<file path="config.mk">
export PLATFORM = sky130hd
export DESIGN_NAME = scgf_queue
export DESIGN_NICKNAME = d
export VERILOG_FILES = /design/src/rtl/core/scgf_pkg.sv /design/src/rtl/core/scgf_queue.sv
export SDC_FILE = /design/constraint.sdc
export NUM_CORES = 1
export LEC_CHECK = 0
export ABC_AREA = 1
export BUFFER_PORTS_ARGS = -buffer_cell sky130_fd_sc_hd__buf_2
export CAP_MARGIN = 15
export CORE_AREA = 5 5 210 110
export DETAILED_ROUTE_END_ITERATION = 7
export DIE_AREA = 0 0 215 115
export PLACE_DENSITY = 0.76
export REMOVE_ABC_BUFFERS = 1
export SYNTH_ARGS = -nofsm -noshare
export SYNTH_HDL_FRONTEND = slang
export SYNTH_SLANG_ARGS = --single-unit
</file>
<file path="constraint.sdc">
create_clock -name clock -period 11.56 [get_ports clock]
set_clock_uncertainty 0.15 [all_clocks]
set_input_delay 2.312 -clock clock [delete_from_list [all_inputs] [get_ports clock]]
set_output_delay 2.312 -clock clock [all_outputs]
set_load 0.005 [all_outputs]
</file>
<file path="src/rtl/core/scgf_pkg.sv">
// Shared types and constants for the clause-count / greedy-flip block.
// Used by the front end, command queue, back end and top level.
package scgf_pkg;

   localparam int KIND_W      = 2;
   localparam int INDEX_W     = 10;
   localparam int WORD_W      = 64;
   localparam int COUNT_W     = 11;
   localparam int NVAR_W      = 7;
   localparam int CSR_INDEX_W = 2;
   localparam int CSR_DATA_W  = 11;
   localparam int QUEUE_DEPTH = 2;

   localparam logic [KIND_W-1:0] KIND_LOAD   = 2'd0;
   localparam logic [KIND_W-1:0] KIND_EVAL   = 2'd1;
   localparam logic [KIND_W-1:0] KIND_GREEDY = 2'd2;

   localparam logic [CSR_INDEX_W-1:0] CSR_NUM_VARIABLES = 2'd0;
   localparam logic [CSR_INDEX_W-1:0] CSR_NUM_CLAUSES   = 2'd1;

   localparam logic [NVAR_W-1:0]  NUM_VARIABLES_RESET = 7'd64;
   localparam logic [COUNT_W-1:0] NUM_CLAUSES_RESET   = 11'd0;

   typedef enum logic [1:0] {
      OP_LOAD,
      OP_EVAL,
      OP_GREEDY
   } op_type;

   typedef enum logic [1:0] {
      ST_IDLE,
      ST_SCAN,
      ST_JUDGE
   } state_type;

   // data_a carries the positive mask for a load, the assignment otherwise
   typedef struct packed {
      op_type              op;
      logic [INDEX_W-1:0]  addr;
      logic [WORD_W-1:0]   data_a;
      logic [WORD_W-1:0]   data_b;
   } cmd_type;

   typedef struct packed {
      logic    valid;
      cmd_type cmd;
   } q_entry_type;

endpackage

</file>
<file path="src/rtl/core/scgf_queue.sv">
// Short command FIFO between the front end and the back end.
// Depends on scgf_pkg.
module scgf_queue (
   input  logic                  clock,
   input  logic                  reset,
   input  scgf_pkg::q_entry_type push,
   input  logic                  pop,
   output scgf_pkg::q_entry_type head,
   output logic                  full
);
   import scgf_pkg::*;

   localparam int PTR_W = (QUEUE_DEPTH > 1) ? $clog2(QUEUE_DEPTH) : 1;
   localparam int CNT_W = $clog2(QUEUE_DEPTH + 1);

   cmd_type           entries_ff [QUEUE_DEPTH];
   logic [PTR_W-1:0]  wr_ptr_ff, wr_ptr_in;
   logic [PTR_W-1:0]  rd_ptr_ff, rd_ptr_in;
   logic [CNT_W-1:0]  count_ff, count_in;
   logic              do_push;
   logic              do_pop;

   function automatic logic [PTR_W-1:0] ptr_next(input logic [PTR_W-1:0] p);
      ptr_next = (p == PTR_W'(QUEUE_DEPTH - 1)) ? '0 : p + PTR_W'(1);
   endfunction

   assign full    = count_ff == CNT_W'(QUEUE_DEPTH);
   assign do_push = push.valid && !full;
   assign do_pop  = pop && (count_ff != '0);

   always_comb begin
      wr_ptr_in = do_push ? ptr_next(wr_ptr_ff) : wr_ptr_ff;
      rd_ptr_in = do_pop ? ptr_next(rd_ptr_ff) : rd_ptr_ff;
      count_in  = count_ff + CNT_W'(do_push) - CNT_W'(do_pop);
   end

   always_ff @(posedge clock) begin
      if (reset) begin
         wr_ptr_ff <= '0;
         rd_ptr_ff <= '0;
         count_ff  <= '0;
      end else begin
         wr_ptr_ff <= wr_ptr_in;
         rd_ptr_ff <= rd_ptr_in;
         count_ff  <= count_in;
      end
      if (do_push) begin
         entries_ff[wr_ptr_ff] <= push.cmd;
      end
   end

   assign head.valid = count_ff != '0;
   assign head.cmd   = entries_ff[rd_ptr_ff];

   assert property (@(posedge clock) disable iff (reset)
      (do_push && !do_pop) |=> (count_ff == $past(count_ff) + CNT_W'(1)))
      else $error("queue count did not follow a push");

endmodule

</file>
==> impl_metrics.xml <==
<?xml version="1.0" encoding="UTF-8"?>
<metrics>
  <group name="outcome">
    <metric name="status" unit="">finished clean</metric>
  </group>
  <group name="min_path">
    <metric name="hp-class" unit="">flop to flop</metric>
    <metric name="min-delay-start" unit="">rd_ptr_ff$_SDFFE_PP0P_</metric>
  </group>
  <group name="detailed_routing">
    <metric name="first_iter_violations" unit="">344</metric>
    <metric name="drt-wirelength-per-cell" unit="um">20.2</metric>
    <metric name="drc_errors" unit="">0</metric>
    <metric name="route.detailed.vias_per_inst" unit="">5.03</metric>
    <metric name="detailroute.via_count" unit="">5402</metric>
    <metric name="drt.antenna.violating_nets" unit="">0</metric>
    <metric name="routed_wirelength" unit="mm">21.7</metric>
    <metric name="drtPass1Iterations" unit="">4</metric>
  </group>
  <group name="placement">
    <metric name="port_buffers" unit="">285</metric>
    <metric name="place.detailed.hpwl" unit="mm">14.8</metric>
    <metric name="gp_weighted_congestion" unit="">0.807</metric>
  </group>
  <group name="cells_and_area">
    <metric name="filler_cell_count" unit="">1492</metric>
    <metric name="antenna_cells" unit="">0</metric>
    <metric name="flow.area_growth_from_synthesis" unit="%">23.6</metric>
    <metric name="num-nets-final" unit="">922</metric>
    <metric name="layout-drive-gt1-share" unit="%">59.3</metric>
  </group>
  <group name="yosys">
    <metric name="netlist_top_cells_area" unit="">sky130_fd_sc_hd__edfxtp_1 78%, sky130_fd_sc_hd__mux2_4 14%, sky130_fd_sc_hd__mux2_2 4.2%</metric>
    <metric name="netlist.area_leader.share" unit="%">78.1</metric>
    <metric name="synth_edf_count" unit="">280</metric>
    <metric name="post_synth_instance_area" unit="um^2">10800</metric>
    <metric name="yosysWarningCount" unit="">0</metric>
    <metric name="syn_inst" unit="">475</metric>
    <metric name="netlist.top_cell.by_area" unit="">sky130_fd_sc_hd__edfxtp_1</metric>
    <metric name="dominantRegCellSynth" unit="">sky130_fd_sc_hd__edfxtp_1</metric>
    <metric name="syn_area_per_cell" unit="um^2">22.7</metric>
    <metric name="synth-async-reset-ratio" unit="%">0</metric>
    <metric name="post-synth-top-count-cell" unit="">sky130_fd_sc_hd__edfxtp_1</metric>
    <metric name="synth.lib_cells_used.distinct" unit="">13</metric>
    <metric name="synth_top_cells_by_count" unit="">280 x sky130_fd_sc_hd__edfxtp_1, 100 x sky130_fd_sc_hd__mux2_4, 40 x sky130_fd_sc_hd__mux2_2</metric>
    <metric name="ys_seq_area_share" unit="%">79.0</metric>
    <metric name="synth-seq-cells" unit="">285</metric>
  </group>
  <group name="floorplanning">
    <metric name="std_cell_rows" unit="">38</metric>
    <metric name="floorplan.initialDensity" unit="%">50.9</metric>
    <metric name="die_area" unit="um^2">24700</metric>
    <metric name="die_h" unit="um">115</metric>
    <metric name="ios" unit="">286</metric>
    <metric name="chipWidth" unit="um">215</metric>
    <metric name="design.core.area" unit="um^2">21200</metric>
  </group>
  <group name="global_route">
    <metric name="global_route_wire_length_before_repair" unit="mm">33.0</metric>
    <metric name="vias_in_the_first_global_route" unit="">5846</metric>
    <metric name="grt_antenna_before_repair" unit="">7</metric>
    <metric name="grt_max_degree" unit="">78</metric>
    <metric name="grt.overflow.total" unit="">0</metric>
    <metric name="grt_use_total" unit="%">17.1</metric>
  </group>
  <group name="run">
    <metric name="max_cap_violations" unit="">0</metric>
  </group>
  <group name="critical_path">
    <metric name="worst-setup-path-type" unit="">flop to output pin</metric>
    <metric name="critPathArrivalTime" unit="ps">2810</metric>
    <metric name="cpMaxStageDelayCell" unit="">sky130_fd_sc_hd__dfxtp_4</metric>
    <metric name="worst_path_largest_cell_delay" unit="ps">840</metric>
    <metric name="cp_cell_sequence" unit="">buf_4, mux2_2, buf_2</metric>
    <metric name="endpoint_kind" unit="">output pin</metric>
    <metric name="worst_ep_required_time" unit="ps">9100</metric>
    <metric name="critical_path_peak_fanout" unit="">51</metric>
    <metric name="critical_path_start_type" unit="">flop</metric>
    <metric name="regToRegStartpoint" unit="">count_ff[0]$_SDFF_PP0_</metric>
  </group>
  <group name="sta">
    <metric name="tns" unit="ps">0</metric>
    <metric name="period_minus_slack" unit="ps">5270</metric>
    <metric name="timing.slew.headroom" unit="%">29.3</metric>
    <metric name="ratio_of_final_minimum_period_to_clock_period" unit="%">45.6</metric>
    <metric name="grt_setup_unrepaired" unit="">false</metric>
    <metric name="maxSlewViolCount" unit="">0</metric>
    <metric name="setup_violations" unit="">0</metric>
    <metric name="fin_worst_hold_slack" unit="ps">371</metric>
    <metric name="maxClockFrequency" unit="MHz">190</metric>
    <metric name="timing.final.hold_violations" unit="">0</metric>
    <metric name="timing_worst_slew_pin_value" unit="ps">1060</metric>
  </group>
  <group name="clock_tree">
    <metric name="post_cts_resize_count" unit="">0</metric>
    <metric name="cts-root-to-sink-buffers" unit="">3</metric>
    <metric name="worst_setup_hold_path_clk_slew" unit="ps">60</metric>
    <metric name="cts_tree" unit="">yes</metric>
    <metric name="cts_max_level" unit="">1</metric>
    <metric name="post_cts_buffers" unit="">0</metric>
    <metric name="clock_latency" unit="ps">530</metric>
    <metric name="tritoncts.num_buffers" unit="">25</metric>
    <metric name="cts_root_buf" unit="">sky130_fd_sc_hd__clkbuf_16</metric>
    <metric name="number_of_clock_sinks_seen_by_cts" unit="">285</metric>
    <metric name="hold_buffers" unit="">0</metric>
  </group>
  <group name="pwr">
    <metric name="power.leakage" unit="nW">5.21</metric>
    <metric name="power_density" unit="nW/um^2">218</metric>
    <metric name="power.ir.vdd_worst" unit="V">0.000154</metric>
  </group>
</metrics>
==> metal layers <==
| metal | up-vias | global-route usage [%] | routed length [um] |
|---|---|---|---|
| met5 | - | 0 | 80 |
| met4 | 14 | 3.54 | 398 |
| met3 | 42 | 6.55 | 1950 |
| met2 | 222 | 28.0 | 10300 |
| met1 | 2661 | 22.3 | 8940 |
| li1 | 2463 | - | - |
==> cell type report <==
cell class              instances  area [um^2]  area share (%)
flip-flops and latches        285         8510            63.9
clock buffers                  29          641            4.81
well taps                     280          350            2.63
inverters                      10         42.5           0.319
repair buffers                290         1460            11.0
multi-input cells             164         2070            15.6
clock inverters                15          233            1.75
==> flip-flops by register name (all words and copies together) (netlist names), named ones only <==
signal / cells
entries_ff: 280
count_ff: 2
rd_ptr_ff: 1
wr_ptr_ff: 1
==> worst max-delay path: cells and delay by family, from the launching register on <==
kind                   cells  cell delay (ps)
buffers and inverters      2              940
DFF                        1              840
muxes                      1              420
==> logic make-up after synthesis <==
group	share of synthesized area, %
flops	79.0
mux	18.1
buf+inv	1.82
simple gates	0.732
compound gates	0.0929
fa+ha+maj	0.232
==> metrics by stage <==
step	std cells	area [um^2]	worst slack (ps)	utilization, %	power (mW)
after floorplan	459	10600	2570	-	1.87
after global placement	1029	12400	6840	58.8	2.03
after detailed placement	1029	12400	6820	58.8	2.06
after CTS	1073	13300	6230	62.9	2.95
after global routing	1073	13300	6140	62.9	3.05
final	1073	13300	6290	62.9	2.91
==> cell usage in the layout (no fill, tap or decap) <==
cell                        synthesis  final
sky130_fd_sc_hd__nand3_1            3      3
sky130_fd_sc_hd__dfxtp_1            5      4
sky130_fd_sc_hd__nand2_1            8      8
sky130_fd_sc_hd__buf_4              0      5
sky130_fd_sc_hd__clkinv_4           0      2
sky130_fd_sc_hd__mux2_2            40     40
sky130_fd_sc_hd__mux2_4           100    100
sky130_fd_sc_hd__clkinv_2           0      3
sky130_fd_sc_hd__a21oi_1            2      2
sky130_fd_sc_hd__ha_1               2      2
sky130_fd_sc_hd__nor2_1             9      8
sky130_fd_sc_hd__clkinv_1           0      3
sky130_fd_sc_hd__nor2_4             0      1
sky130_fd_sc_hd__clkbuf_16          0     25
sky130_fd_sc_hd__buf_2              4    285
sky130_fd_sc_hd__inv_1             10      9
sky130_fd_sc_hd__bufinv_16          0      6
sky130_fd_sc_hd__edfxtp_1         280    280
sky130_fd_sc_hd__inv_6              0      2
sky130_fd_sc_hd__clkbuf_1           0      4
sky130_fd_sc_hd__dfxtp_4            0      1
==> power by group <==
group	internal, mW	leakage [nW]	switching [mW]	total (mW)
clock	0.531	0.427	0.351	0.882
sequential	1.31	2.66	0.0583	1.37
combinational	0.346	2.12	0.306	0.652
total	2.19	5.21	0.715	2.91
==> worst paths after layout <==
path	to	slack [ps]	cells past startpoint
worst max-delay path	head[133]	6290	3
worst max register to register	entries_ff[1][6]$_DFFE_PP_	8840	5
worst min register to register	flop	370	2
worst min-delay path	flop	370	2
Note: power is estimated with default switching activity, not from simulation.
