**src/rtl/core/scgf_pkg.sv**
```systemverilog
// Shared types and constants for the clause-count / greedy-flip block.
// Used by the front end, command queue, back end and top level.
package scgf_pkg;

   localparam int KIND_W      = 2;
   localparam int INDEX_W     = 10;
   localparam int WORD_W      = 64;
   localparam int COUNT_W     = 11;
   localparam int NVAR_W      = 7;
   localparam int CSR_INDEX_W = 2;
   localparam int CSR_DATA_W  = 11;
   localparam int QUEUE_DEPTH = 2;

   localparam logic [KIND_W-1:0] KIND_LOAD   = 2'd0;
   localparam logic [KIND_W-1:0] KIND_EVAL   = 2'd1;
   localparam logic [KIND_W-1:0] KIND_GREEDY = 2'd2;

   localparam logic [CSR_INDEX_W-1:0] CSR_NUM_VARIABLES = 2'd0;
   localparam logic [CSR_INDEX_W-1:0] CSR_NUM_CLAUSES   = 2'd1;

   localparam logic [NVAR_W-1:0]  NUM_VARIABLES_RESET = 7'd64;
   localparam logic [COUNT_W-1:0] NUM_CLAUSES_RESET   = 11'd0;

   typedef enum logic [1:0] {
      OP_LOAD,
      OP_EVAL,
      OP_GREEDY
   } op_type;

   typedef enum logic [1:0] {
      ST_IDLE,
      ST_SCAN,
      ST_JUDGE
   } state_type;

   // data_a carries the positive mask for a load, the assignment otherwise
   typedef struct packed {
      op_type              op;
      logic [INDEX_W-1:0]  addr;
      logic [WORD_W-1:0]   data_a;
      logic [WORD_W-1:0]   data_b;
   } cmd_type;

   typedef struct packed {
      logic    valid;
      cmd_type cmd;
   } q_entry_type;

endpackage

```
**src/rtl/core/scgf_front.sv**
```systemverilog
// Front end: accepts request transactions and turns them into queue commands.
// Depends on scgf_pkg.
module scgf_front #(
   parameter int MAX_CLAUSES = 1024
) (
   input  logic                         start,
   input  logic                         busy,
   input  logic [scgf_pkg::KIND_W-1:0]  req_kind,
   input  logic [scgf_pkg::INDEX_W-1:0] req_clause_index,
   input  logic [scgf_pkg::WORD_W-1:0]  req_positive_mask,
   input  logic [scgf_pkg::WORD_W-1:0]  req_negative_mask,
   input  logic [scgf_pkg::WORD_W-1:0]  req_assignment,
   output scgf_pkg::q_entry_type        push
);
   import scgf_pkg::*;

   logic accept;
   logic slot_ok;

   assign accept  = start && !busy;
   assign slot_ok = 32'(req_clause_index) < MAX_CLAUSES;

   always_comb begin
      push            = '0;
      push.cmd.addr   = req_clause_index;
      push.cmd.data_a = req_assignment;
      push.cmd.data_b = req_negative_mask;
      case (req_kind)
         KIND_LOAD: begin
            push.valid      = accept && slot_ok;
            push.cmd.op     = OP_LOAD;
            push.cmd.data_a = req_positive_mask;
         end
         KIND_EVAL: begin
            push.valid  = accept;
            push.cmd.op = OP_EVAL;
         end
         KIND_GREEDY: begin
            push.valid  = accept;
            push.cmd.op = OP_GREEDY;
         end
         default: begin
            // unused kind: drop the transaction
            push.valid  = 1'b0;
            push.cmd.op = OP_EVAL;
         end
      endcase
   end

endmodule

```
**config.mk**
```make
export PLATFORM = sky130hd
export DESIGN_NAME = scgf_front
export DESIGN_NICKNAME = d
export VERILOG_FILES = /design/src/rtl/core/scgf_pkg.sv /design/src/rtl/core/scgf_front.sv
export SDC_FILE = /design/constraint.sdc
export NUM_CORES = 1
export LEC_CHECK = 0
export BUFFER_PORTS_ARGS = -buffer_cell sky130_fd_sc_hd__buf_4
export CAP_MARGIN = 15
export CORE_AREA = 2 2 136 138
export DETAILED_ROUTE_END_ITERATION = 8
export DIE_AREA = 0 0 138 140
export RECOVER_POWER = 25
export SLEW_MARGIN = 30
export SYNTH_ARGS = -nofsm -noshare
export SYNTH_HDL_FRONTEND = slang
export SYNTH_SLANG_ARGS = --single-unit
```
**constraint.sdc**
```tcl
create_clock -name vclk -period 1.5
set_input_delay 0.3 -clock vclk [all_inputs]
set_output_delay 0.3 -clock vclk [all_outputs]
set_load 0.1 [all_outputs]
```
==> results of run 1 <==
==> metal layers <==
layer  wire, microns  up-vias  global-route usage
li1                -      685                   -
met1            2032      676             0.06009
met2            4150      129              0.1428
met3             674       38             0.01880
met4             214        0             0.01987
met5               0        -                   0
==> cell families after synthesis <==
logic type             Yosys count  synth area share
buffers and inverters           82            0.4102
multiplexers                    64            0.5680
AND/OR/NAND/NOR                  2           0.01728
AO/OA/AOI/OAI                    1          0.004510
==> where the power goes <==
part           internal, mW  leakage (nW)  switching (mW)  total [mW]
combinational         0.967          1.80            1.34        2.30
sequential                0             0               0           0
clock                     0             0               0           0
==> worst paths after layout <==
path,startpoint,to,slack [ns],cells after the start
setup / recovery,req_kind[0],push[66],-0.16,5
hold / removal,req_clause_index[1],push[129],0.60,0
==> synthesized netlist by cell type <==
| master | number |
|---|---|
| and2b_2 | 1 |
| mux2_4 | 60 |
| a211oi_1 | 1 |
| buf_12 | 6 |
| mux2_2 | 4 |
| inv_1 | 1 |
| nor2_8 | 1 |
| buf_4 | 74 |
| clkbuf_1 | 1 |
==> cell type report <==
cell class / instances / area, sq um
well taps: 229 / 286.5
fillers: 1965 / 14070
inverters: 1 / 3.754
multi-input cells: 67 / 998.5
repair buffers: 207 / 2425
==> per-stage QoR <==
stage	instance area, sq um	hold slack [ns]	util	TNS, ns	instances
2_1_floorplan	1678	0.7073	-	0	149
3_3_place_gp	2854	0.6007	0.1605	-11.60	501
3_5_place_dp	2854	0.6007	0.1605	-11.49	501
4_1_cts	3706	0.6007	0.2084	-7.979	504
5_1_grt	3714	0.6001	0.2089	-9.294	504
6_report	3714	0.6000	0.2089	-7.520	504
==> repair_timing <==
action | in CTS | in global routing
endpoints found under the hold margin | 0 | 0
pin swaps | 0 | 0
setup buffers | 1 | 0
hold buffers | 0 | 0
cloned | 2 | 0
setup endpoints to repair | 64 | 64
resized for setup | 189 | 2
==> out/metrics.yaml, run 1 <==
power_and_ir_drop:
  p_total_mw: 2.303
  irDropWorstVdd_mv: 0.2726
  leakage_nw: 1.804
  p_per_area_nw_per_um2: 620.2
cells_and_area:
  design.seq.count: 0
  ff_latch_area_sq_um: 0
  drive_gt1_frac: 0.9964
  final_cell_mix: "buf_4, buf_12, mux2_4, buf_6, mux2_2"
  final_net_count: 483
  diodes: 0
  area_growth_pct: 123.0
  final_common_cell: "buf_4"
  nClkBuffers: 0
status:
  violations: "negative setup slack"
  outcome: "finished, violations left"
grt:
  grt_use_total: 0.06714
  antenna_found_initial: 0
  grt_overflow: 0
  grt_pass1_wl_mm: 10.27
  first_global_vias: 1789
  grt_max_degree: 21
timing:
  fmax_mhz: 602.4
  period_minus_slack_ns: 1.660
  finalCritPeriodShare: 1.107
  rsz0062_at_grt: "yes"
  setup_viol: 64
  worst_pin_slew_ns: 0.3084
  max_slew_margin: 0.7961
  finalWorstSetupSlack_ns: -0.1601
  finalHoldViolCount: 0
  drv_slew: 0
setup_path:
  path_class: "input pin to output port"
  worstPathCellList: "buf_8 -> nor2_8 -> buf_12 -> mux2_2 -> buf_6"
  required_ns: 1.20
  cp.buffers_inverters: 3
  slowest_stage: "mux2_2"
  worstPathArrival_ns: 1.36
  startpoint_type: "input pin"
  max_stage_delay_ns: 0.37
  critPathTopFamily: "buffers and inverters"
  end_kind: "output port"
  critPathMaxFanout: 18
yosys:
  synth.yosys.warnings: 0
  synth_cell_types: 9
  yosysTopAreaCell: "mux2_4"
  yosysTopAreaCellShare: 0.5409
  yosysSeqAreaShare: 0
  syn_inst: 149
  avgSynthCellArea_sq_um: 11.18
  syn_nets: 355
  syn_area_sq_um: 1665
  synth_area_leaders: "mux2_4, buf_4, buf_12, mux2_2, nor2_8"
drt:
  vias: 1528
  wirelength_mm: 7.071
  drt_iter0_markers: 16
  drc: 0
  drtAntennaViolNets: 0
  vias_per_cell: 3.032
  wl_per_cell_microns: 14.03
  firstDrtPassIters: 2
place:
  dp_hpwl_mm: 5.618
  io_buffers: 199
  gp_congestion: 0.7156
  dp_slack_ns: -0.2374
floorplan:
  io_pins: 347
  row_count: 49
  die_area_sq_um: 19320
  initial_core_util: 0.09367
  die-width_microns: 138
  core_sq_um: 17780
  die_y_microns: 140
job:
  maxCapViolations: 0
worst_hold_path:
  hold_path.class: "input pin to output port"
(Power assumes the default switching activity.)
==> run 2: changes to the inputs <==
- CORE_AREA: 2 2 136 138 -> 2 2 135 137
- DIE_AREA: 0 0 138 140 -> 0 0 137 139
- clock period: 1.5 -> 2.1 ns (I/O delays scaled with it)
==> run 2 against run 1 <==
Net effect: via count decreased by 0.52%; non-clock buffer count increased by 2; worst setup slack improved by 0.24 ns; global-route usage decreased by 0.75 points; highest routed layer unchanged; total power decreased by 42%; sequential share of layout area unchanged; hold slack improved by 0.24 ns; final area decreased by 22%; first-iteration DRC count increased by 19%; clock-buffer cell count unchanged; the run now ends clean; combinational power decreased by 42%; largest cell class unchanged; utilization decreased by 4.6 points.
==> out/metrics.yaml, run 2 (synthesized netlist as in run 1, its figures left out) <==
status:
  outcome: "complete, no violations"
floorplan:
  initial_core_util: 0.09432  # +0.0006505
  die_area_sq_um: 19040  # -1.4%
  row_count: 49  # unchanged
  die-width_microns: 137  # -0.72%
  die_y_microns: 139  # -0.71%
  core_sq_um: 17660  # -0.69%
  io_pins: 347  # unchanged
timing:
  fmax_mhz: 494.2
  setup_viol: 0  # -100%
  period_minus_slack_ns: 2.024
  drv_slew: 0  # unchanged
  max_slew_margin: 0.8054  # +0.009304
  worst_pin_slew_ns: 0.2920  # -0.01648 ns
  finalCritPeriodShare: 0.9636
  rsz0062_at_grt: "no"
  finalHoldViolCount: 0  # unchanged
  tns_ns: 0  # +7.520 ns
worst_hold_path:
  hold_path.class: "input pin to output port"
  hold_start: "req_clause_index[8]"
  whs_path_depth: 0  # unchanged
setup_path:
  startpoint_type: "input pin"
  path_class: "input pin to output port"
  end_kind: "output port"
  critPathMaxFanout: 13  # -5
  required_ns: 1.68  # +0.48 ns
  worstPathArrival_ns: 1.60  # +0.24 ns
  critPathLaunch: "req_kind[0]"
cells_and_area:
  postLayoutCoreUtil: 0.1631  # -0.04581
  design.seq.count: 0  # unchanged
  diodes: 0  # unchanged
  fin_cells: 506  # +0.40%
  fillers: 2024  # +3.0%
  ff_latch_area_sq_um: 0  # unchanged
  final_net_count: 485  # +0.41%
  area_growth_pct: 72.88
  nClkBuffers: 0  # unchanged
  final_common_cell: "buf_4"
  multi_input_area_sq_um: 994.7  # -0.38%
  final_cell_mix: "buf_4, mux2_4, mux2_2, buf_12"
  drive_gt1_frac: 0.9964  # about the same
grt:
  antenna_found_initial: 0  # unchanged
  grt_pass1_wl_mm: 8.714  # -15%
  grt_max_degree: 18  # -14%
  first_global_vias: 1593  # -11%
  grt_use_total: 0.05964  # -0.007493
  grt_overflow: 0  # unchanged
drt:
  vias: 1520  # -0.52%
  drc: 0  # unchanged
  top_layer: "met4"
  drt_iter0_markers: 19  # +3
  wirelength_mm: 6.691  # -5.4%
  dr_wl_met3_microns: 779  # +16%
  wl_met2_mm: 3.523  # -15%
  met1_length_mm: 2.161  # +6.3%
  drtAntennaViolNets: 0  # unchanged
  wl_per_cell_microns: 13.22  # -5.7%
  vias_per_cell: 3.004  # -0.92%
  firstDrtPassIters: 4  # +2
job:
  maxCapViolations: 0  # unchanged
power_and_ir_drop:
  irDropWorstVdd_mv: 0.2648  # -2.8%
  p_total_mw: 1.334  # -42%
  p_per_area_nw_per_um2: 463.5  # -25%
  leakage_nw: 1.504  # -17%
place:
  gp_congestion: 0.7819  # +9.3%
  io_buffers: 199  # unchanged
  dp_cells: 506  # +1.0%
  dp_hpwl_mm: 6.102  # +8.6%
cts:
  cts_setup_buffers: 0  # -1
  cts_resized: 0  # -100%
  hold_buffers: 0  # unchanged
==> run 2: cell types whose count changed in the layout (fill, tap and decap cells not counted) <==
| cell | previous run | this run |
|---|---|---|
| buf_8 | 2 | 0 |
| buf_12 | 64 | 2 |
| buf_16 | 2 | 0 |
| buf_4 | 135 | 207 |
| mux2_4 | 61 | 60 |
| buf_6 | 4 | 0 |
| mux2_2 | 3 | 4 |
==> run 2: worst paths after layout <==
path,endpoint,slack (ns)
min,push[136],0.84
max,push[71],0.08
==> run 2: layout make-up <==
| cell class | instances | share of cell area |
|---|---|---|
| repair buffers | 209 | 0.5537 |
| multi-input cells | 67 | 0.3455 |
| inverters | 1 | 0.001304 |
| well taps | 229 | 0.09952 |
==> run 2: power breakdown <==
part           total (mW)  switching, mW  internal [mW]
Combinational        1.33          0.897          0.438
Sequential              0              0              0
Clock                   0              0              0
Total                1.33          0.897          0.438
==> run 2: routing by layer <==
layer | vias up | global-route usage
li1 | 689 | -
met5 | - | 0
met2 | 138 | 0.1189
met4 | 0 | 0.01953
met1 | 661 | 0.05754
met3 | 32 | 0.01572
==> run 2: worst max-delay path: stages <==
cell and delay, ns:
buf_4 0.13, nor2_8 0.27, buf_4 0.24, mux2_4 0.31, buf_4 0.23
==> run 2: metrics by stage <==
stage               instance area [sq um]  hold slack (ns)  worst slack [ns]
finish                               2879           0.8400           0.07635
global route                         2879           0.8402           0.03054
CTS                                  2879           0.8407           0.06113
detailed placement                   2879           0.8407           0.06281
global placement                     2879           0.8407           0.07042
floorplan                            1678           0.9426            0.3500
