==> config.mk <==
export PLATFORM = sky130hd
export DESIGN_NAME = scgf_back
export DESIGN_NICKNAME = d
export VERILOG_FILES = /design/src/rtl/core/scgf_pkg.sv /design/src/rtl/core/scgf_back.sv
export SDC_FILE = /design/constraint.sdc
export NUM_CORES = 1
export LEC_CHECK = 0
export BUFFER_PORTS_ARGS = -buffer_cell sky130_fd_sc_hd__buf_2
export CAP_MARGIN = 30
export CORE_AREA = 2 2 201 203
export CTS_CLUSTER_SIZE = 10
export DETAILED_ROUTE_END_ITERATION = 7
export DIE_AREA = 0 0 203 205
export PLACE_DENSITY = 0.66
export SYNTH_ARGS = -nofsm -noshare
export SYNTH_HDL_FRONTEND = slang
export SYNTH_SLANG_ARGS = --single-unit
==> constraint.sdc <==
create_clock -name clock -period 6.39 [get_ports clock]
set_input_delay 0.9585 -clock clock [delete_from_list [all_inputs] [get_ports clock]]
set_output_delay 0.9585 -clock clock [all_outputs]
set_load 0.1 [all_outputs]
==> src/rtl/core/scgf_pkg.sv <==
// Shared types and constants for the clause-count / greedy-flip block.
// Used by the front end, command queue, back end and top level.
package scgf_pkg;

   localparam int KIND_W      = 2;
   localparam int INDEX_W     = 10;
   localparam int WORD_W      = 64;
   localparam int COUNT_W     = 11;
   localparam int NVAR_W      = 7;
   localparam int CSR_INDEX_W = 2;
   localparam int CSR_DATA_W  = 11;
   localparam int QUEUE_DEPTH = 2;

   localparam logic [KIND_W-1:0] KIND_LOAD   = 2'd0;
   localparam logic [KIND_W-1:0] KIND_EVAL   = 2'd1;
   localparam logic [KIND_W-1:0] KIND_GREEDY = 2'd2;

   localparam logic [CSR_INDEX_W-1:0] CSR_NUM_VARIABLES = 2'd0;
   localparam logic [CSR_INDEX_W-1:0] CSR_NUM_CLAUSES   = 2'd1;

   localparam logic [NVAR_W-1:0]  NUM_VARIABLES_RESET = 7'd64;
   localparam logic [COUNT_W-1:0] NUM_CLAUSES_RESET   = 11'd0;

   typedef enum logic [1:0] {
      OP_LOAD,
      OP_EVAL,
      OP_GREEDY
   } op_type;

   typedef enum logic [1:0] {
      ST_IDLE,
      ST_SCAN,
      ST_JUDGE
   } state_type;

   // data_a carries the positive mask for a load, the assignment otherwise
   typedef struct packed {
      op_type              op;
      logic [INDEX_W-1:0]  addr;
      logic [WORD_W-1:0]   data_a;
      logic [WORD_W-1:0]   data_b;
   } cmd_type;

   typedef struct packed {
      logic    valid;
      cmd_type cmd;
   } q_entry_type;

endpackage

==> src/rtl/core/scgf_back.sv <==
// Back end: executes queued commands. Loads write the clause RAM; evaluate and
// greedy commands sweep the RAM once per trial assignment. Depends on scgf_pkg.
module scgf_back #(
   parameter int MAX_CLAUSES = 1024
) (
   input  logic                                 clock,
   input  logic                                 reset,
   input  scgf_pkg::q_entry_type                head,
   output logic                                 pop,
   input  logic [scgf_pkg::NVAR_W-1:0]          nv,
   input  logic [scgf_pkg::COUNT_W-1:0]         nc,
   output logic                                 ram_wr_en,
   output logic [((MAX_CLAUSES > 1) ? $clog2(MAX_CLAUSES) : 1)-1:0] ram_wr_addr,
   output logic [2*scgf_pkg::WORD_W-1:0]        ram_wr_data,
   output logic                                 ram_rd_en,
   output logic [((MAX_CLAUSES > 1) ? $clog2(MAX_CLAUSES) : 1)-1:0] ram_rd_addr,
   input  logic [2*scgf_pkg::WORD_W-1:0]        ram_rd_data,
   output logic                                 rsp_valid,
   output logic [scgf_pkg::COUNT_W-1:0]         rsp_satisfied_count,
   output logic                                 rsp_all_satisfied,
   output logic [scgf_pkg::WORD_W-1:0]          rsp_final_assignment
);
   import scgf_pkg::*;

   localparam int AW = (MAX_CLAUSES > 1) ? $clog2(MAX_CLAUSES) : 1;
   localparam int CW = $clog2(MAX_CLAUSES + 1);
   localparam int NW = (CW > COUNT_W) ? CW : COUNT_W;

   state_type           state_ff, state_in;
   logic [CW-1:0]       issue_ff, issue_in;
   logic                rd_valid_ff, rd_valid_in;
   logic [COUNT_W-1:0]  cnt_ff, cnt_in;
   logic [COUNT_W-1:0]  best_ff, best_in;
   logic [WORD_W-1:0]   a_ff, a_in;
   logic [WORD_W-1:0]   trial_ff, trial_in;
   logic [NVAR_W-1:0]   var_ff, var_in;
   logic                first_ff, first_in;
   logic                greedy_ff, greedy_in;
   logic                rsp_valid_ff, rsp_valid_in;
   logic [COUNT_W-1:0]  rsp_count_ff, rsp_count_in;
   logic                rsp_all_ff, rsp_all_in;
   logic [WORD_W-1:0]   rsp_assign_ff, rsp_assign_in;

   logic [WORD_W-1:0]   var_mask;
   logic [WORD_W-1:0]   hit_bits;
   logic                issue_more;
   logic                improve;
   logic [COUNT_W-1:0]  best_new;
   logic [WORD_W-1:0]   a_new;

   assign var_mask   = nv[NVAR_W-1] ? '1 : ((WORD_W'(1) << nv[NVAR_W-2:0]) - WORD_W'(1));
   assign hit_bits   = ((ram_rd_data[2*WORD_W-1:WORD_W] & trial_ff)
                     | (ram_rd_data[WORD_W-1:0] & ~trial_ff)) & var_mask;
   assign issue_more = NW'(issue_ff) < NW'(nc);
   assign improve    = !first_ff && (cnt_ff > best_ff);
   assign best_new   = (first_ff || improve) ? cnt_ff : best_ff;
   assign a_new      = improve ? trial_ff : a_ff;

   assign ram_wr_addr = AW'(head.cmd.addr);
   assign ram_wr_data = {head.cmd.data_a, head.cmd.data_b};
   assign ram_rd_addr = issue_ff[AW-1:0];

   always_ff @(posedge clock) begin
      if (reset) begin
         state_ff     <= ST_IDLE;
         issue_ff     <= '0;
         rd_valid_ff  <= 1'b0;
         cnt_ff       <= '0;
         best_ff      <= '0;
         rsp_valid_ff <= 1'b0;
      end else begin
         state_ff     <= state_in;
         issue_ff     <= issue_in;
         rd_valid_ff  <= rd_valid_in;
         cnt_ff       <= cnt_in;
         best_ff      <= best_in;
         rsp_valid_ff <= rsp_valid_in;
      end
      a_ff          <= a_in;
      trial_ff      <= trial_in;
      var_ff        <= var_in;
      first_ff      <= first_in;
      greedy_ff     <= greedy_in;
      rsp_count_ff  <= rsp_count_in;
      rsp_all_ff    <= rsp_all_in;
      rsp_assign_ff <= rsp_assign_in;
   end

   always_comb begin
      state_in      = state_ff;
      issue_in      = issue_ff;
      rd_valid_in   = 1'b0;
      cnt_in        = cnt_ff;
      best_in       = best_ff;
      a_in          = a_ff;
      trial_in      = trial_ff;
      var_in        = var_ff;
      first_in      = first_ff;
      greedy_in     = greedy_ff;
      rsp_valid_in  = 1'b0;
      rsp_count_in  = rsp_count_ff;
      rsp_all_in    = rsp_all_ff;
      rsp_assign_in = rsp_assign_ff;
      pop           = 1'b0;
      ram_wr_en     = 1'b0;
      ram_rd_en     = 1'b0;
      case (state_ff)
         ST_IDLE: begin
            if (head.valid) begin
               pop = 1'b1;
               case (head.cmd.op)
                  OP_LOAD: begin
                     ram_wr_en = 1'b1;
                  end
                  OP_EVAL, OP_GREEDY: begin
                     a_in      = head.cmd.data_a;
                     trial_in  = head.cmd.data_a;
                     greedy_in = head.cmd.op == OP_GREEDY;
                     var_in    = '0;
                     first_in  = 1'b1;
                     issue_in  = '0;
                     cnt_in    = '0;
                     best_in   = '0;
                     state_in  = ST_SCAN;
                  end
                  default: begin
                     ram_wr_en = 1'b0;
                  end
               endcase
            end
         end
         ST_SCAN: begin
            // issue one clause read per cycle, count the one returned
            if (issue_more) begin
               ram_rd_en   = 1'b1;
               rd_valid_in = 1'b1;
               issue_in    = issue_ff + CW'(1);
            end
            if (rd_valid_ff && (hit_bits != '0)) begin
               cnt_in = cnt_ff + COUNT_W'(1);
            end
            if (!issue_more && !rd_valid_ff) begin
               state_in = ST_JUDGE;
            end
         end
         ST_JUDGE: begin
            best_in  = best_new;
            a_in     = a_new;
            first_in = 1'b0;
            if (!greedy_ff || (var_ff >= nv)) begin
               rsp_valid_in  = 1'b1;
               rsp_count_in  = best_new;
               rsp_all_in    = best_new == nc;
               rsp_assign_in = a_new;
               state_in      = ST_IDLE;
            end else begin
               // next trial flips one more variable of the kept assignment
               trial_in = a_new ^ (WORD_W'(1) << var_ff[NVAR_W-2:0]);
               var_in   = var_ff + NVAR_W'(1);
               issue_in = '0;
               cnt_in   = '0;
               state_in = ST_SCAN;
            end
         end
         default: begin
            state_in = ST_IDLE;
         end
      endcase
   end

   assign rsp_valid            = rsp_valid_ff;
   assign rsp_satisfied_count  = rsp_count_ff;
   assign rsp_all_satisfied    = rsp_all_ff;
   assign rsp_final_assignment = rsp_assign_ff;

   assert property (@(posedge clock) disable iff (reset)
      rsp_valid_ff |-> ($past(state_ff) == ST_JUDGE))
      else $error("result strobe without a finished pass");

   assert property (@(posedge clock) disable iff (reset)
      NW'(cnt_ff) <= NW'(issue_ff))
      else $error("clause count ran ahead of issued reads");

   assert property (@(posedge clock) disable iff (reset)
      rd_valid_ff |-> (state_ff == ST_SCAN))
      else $error("read data returned outside a sweep");

   assert property (@(posedge clock) disable iff (reset)
      ((state_ff != ST_IDLE) && ($past(state_ff) != ST_IDLE)) |-> (best_ff >= $past(best_ff)))
      else $error("best count dropped during a command");

endmodule
==> results.yml <==
outcome:
  outcome: "completed"
sta:
  total_count_of_max_transition_violations_in_the_final_report: 0
  post-route-min-period_ns: 4.45
  tns_ns: 0
  final_report_hold_violation_count: 0
  slew_margin_rel_pct: 33.9
  worst_pin_slew_ns: 0.988
  grt_setup_unrepaired: "false"
  final_critical_path_setup_slack_ns: 1.94
  setup_viol: 0
  finalClockSkew_ns: 0.0298
  timing.hold.ws_ns: 0.449
  final_min_period_over_clock_period_pct: 69.6
  max_freq_ghz: 0.225
placement:
  pre_cts_ws_ns: 1.41
  place.gp.congestion: 0.958
  port_buffers: 368
  dp_hpwl_um: 41300
synth:
  synth_top_family_by_area: "simple AND/OR/NAND/NOR gates"
  synth-edff-count: 213
  primary_ff_master_synth: "sky130_fd_sc_hd__edfxtp_1"
  yosys.area.top_type_share_pct: 39.9
  synthDominantAreaCellType: "sky130_fd_sc_hd__edfxtp_1"
  yosys.area_share.adder_pct: 3.04
  synth-simple-area-share_pct: 14.6
  synth-seq-area-share_pct: 44.5
  yosys-mux-area-fraction_pct: 13.9
  yosys_warnings: 0
  netlist_area_um2: 16000
  synth-xor-area-share_pct: 0.437
  share_of_synthesized_flip_flops_with_an_asynchronous_set_or_reset_pct: 0
  synth.top_cells.by_count: "sky130_fd_sc_hd__edfxtp_1 (213), sky130_fd_sc_hd__buf_4 (149), sky130_fd_sc_hd__mux2_2 (139)"
  most_common_cell_in_the_synthesized_netlist: "sky130_fd_sc_hd__edfxtp_1"
  ys_seq_elements: 250
  syn_nets: 1860
  yosys.cell_types.count: 86
  share_of_the_synthesized_area_in_compound_gates_ao_oa_aoi_oai_pct: 13.3
  synth_top_cells_by_area: "sky130_fd_sc_hd__edfxtp_1 (40%), sky130_fd_sc_hd__mux2_2 (9.8%), sky130_fd_sc_hd__buf_4 (7.0%), sky130_fd_sc_hd__dfxtp_1 (4.6%), sky130_fd_sc_hd__mux2i_1 (4.1%)"
  syn_avg_cell_area_um2: 10.5
  synth_cells: 1532
routing:
  drt_iter0_drc: 1109
  detail_route.wl_per_cell_um: 23.9
  vias_per_cell: 5.70
  detailroute.via_count: 13000
  drt-pass1-iter-count: 6
  ant_nets: 0
  route.final.wire_length_um: 54500
  remaining_drc_errors: 0
global_route:
  globalRoute.busiestLayer: "met2"
  antenna_found_initial: 2
  track_usage_pct: 25.4
  grt_first_pass_wirelength_um: 79100
  grt_remaining_overflow: 0
  grt_start_max_net_pins: 63
  gr-usage-met1_pct: 32.0
  grt_pass1_vias: 12500
  groute.layer.met2.usage_pct: 42.8
  globalRouteMet3Util_pct: 4.39
pwr:
  p_leak_nw: 7.39
  irDropWorstVdd_uv: 186
  power_density_nw_per_um2: 230
  post-layout-total-power_mw: 4.21
finish:
  drive_gt1_share_pct: 34.5
  multiInputGateArea_um2: 7290
  synthToLayoutAreaGrowth_pct: 14.1
  nFillCells: 3670
  finalNetCount: 2055
  finish.utilization_pct: 46.5
  sequential_cell_area_in_the_final_layout_um2: 7140
critical_path:
  worstPathRequired_ns: 6.84
  capture_instance_of_the_worst_register_to_register_path: "trial_ff[6]"
  timing.setup.critical_path_class: "in2reg"
  crit_path_start: "nv[3]"
  critPathLaunchType: "primary input"
  cpMaxStageDelayCell: "sky130_fd_sc_hd__ha_1"
  timing.critical_path.slowest_cell_delay_ns: 0.55
  critPathCapture: "cnt_ff[3]"
  critPathArrivalTime_ns: 4.89
  crit_chain: "buf_2 -> nor2_1 -> nand2_1 -> ha_1 -> o21a_4 -> nand4_2 -> or2_1 -> a211o_1 -> a2111oi_1 -> and4b_4 -> or4_1 -> a21oi_1"
  regToRegSetupSlack_ns: 2.44
  worst-path-max-fanout: 33
  r2r_start: "cnt_ff[1]"
  worst-r2r-cell-count: 11
  setup.worst_path.end_class: "flip-flop"
floorplan:
  die_y_um: 205
  die_area_um2: 41600
  design.portCount: 517
  start_util_pct: 40.8
  rows: 73
  floorplan.die.width_um: 203
  design.core.area_um2: 39400
clock_network:
  insertion_delay_ns: 0.59
  cts.repair.resized: 0
  post-cts-setup-buffer-count: 0
  clk_root_buffer_cell: "sky130_fd_sc_hd__clkbuf_16"
  numCtsBuffers: 30
  clock_tree.htree_level_count: 1
  hold_buf_cts: 0
  numClockSinks: 250
  clock_path_buffers: 3
  tritoncts_clock_tree: "yes"
  clock_transition_at_the_registers_of_the_reported_paths_ns: 0.05
flow_run:
  number_of_maximum_capacitance_constraint_violations: 0
min_path:
  worstHoldPathType: "reg2reg"
  worstHoldStart: "rd_valid_ff"
[cells by family after synthesis]
group | after synthesis
AO/OA/AOI/OAI | 301
XOR/XNOR | 8
adder cells (fa/ha/maj) | 39
buffers and inverters | 277
flip-flops | 250
multiplexers | 205
AND/OR/NAND/NOR | 452
[critical path, delay by kind of cell]
kind / cells / cell delay [ns]
simple gates: 6 / 1.67
buf+inv: 1 / 0.51
compound gates: 4 / 1.18
fa+ha+maj: 1 / 0.55
[worst min-delay path by stage]
stage / cells after the start / slack (ns) / endpoint
2_1_floorplan: 1 / 0.42 / state_ff[1]
3_3_place_gp: 1 / 0.43 / state_ff[1]
3_5_place_dp: 1 / 0.43 / state_ff[1]
4_1_cts: 1 / 0.45 / state_ff[1]
5_1_grt: 1 / 0.46 / state_ff[1]
6_report: 1 / 0.45 / state_ff[1]
[metrics by stage]
step                      instance area, µm²  instances
after floorplan                        16000       1532
after global placement                 17200       2211
after detailed placement               17400       2220
after CTS                              18300       2276
after global routing                   18300       2277
final                                  18300       2278
[placed cells by master, fill, tap and decap left out, drive strengths merged, types with 6 or more instances in the layout]
master   netlist  final
dfxtp         37     37
or2            9      9
a22oi         15     15
a2111oi        9      9
o221ai         6      6
inv           47     45
mux2         139    139
edfxtp       213    213
nand4         26     26
nand3b        15     15
and3           9      9
ha            39     39
mux2i         66     66
or3            9      9
a21o          71     71
o21a          10     10
nor3b          6      6
o31ai         18     18
nor4          13     13
or4            7      7
buf          174    392
nand2b        15     15
nand3         94     94
clkinv         1      6
nand2         68     68
a211oi        10     10
nor3          24     24
o2111ai       13     13
nor2b         12     12
o21ai         36     36
clkbuf        55     52
nor2         121    121
a31oi          9      9
o211ai         9      9
a21oi         57     57
[final cells by class]
type	count	area share (%)
well taps	525	3.59
multi-input cells	1005	39.8
clock buffers	52	4.72
diodes	2	0.0273
flip-flops and latches	250	39.0
inverters	48	0.998
clock inverters	4	0.376
repair buffers	392	11.5
[power by group]
group | leakage (nW) | total (mW) | switching, mW | internal [mW]
combinational | 4.69 | 0.708 | 0.497 | 0.211
sequential | 2.26 | 1.87 | 0.0335 | 1.84
clock | 0.445 | 1.63 | 0.675 | 0.951
total | 7.39 | 4.21 | 1.21 | 3.00
[registers in the layout (all words and copies together), names as in the netlist]
name and flops:
issue_ff 11, var_ff 7, rsp_satisfied_count 11, rsp_valid 1
cnt_ff 11, rsp_all_satisfied 1, state_ff 2, first_ff 1
best_ff 11, rsp_final_assignment 64, greedy_ff 1, a_ff 64
trial_ff 64, rd_valid_ff 1
[layer usage]
metal | wire (µm) | vias up
li1 | - | 5996
met1 | 22300 | 6227
met2 | 25800 | 633
met3 | 3850 | 117
met4 | 2490 | 2
met5 | 13 | -
(Power assumes the default switching activity.)
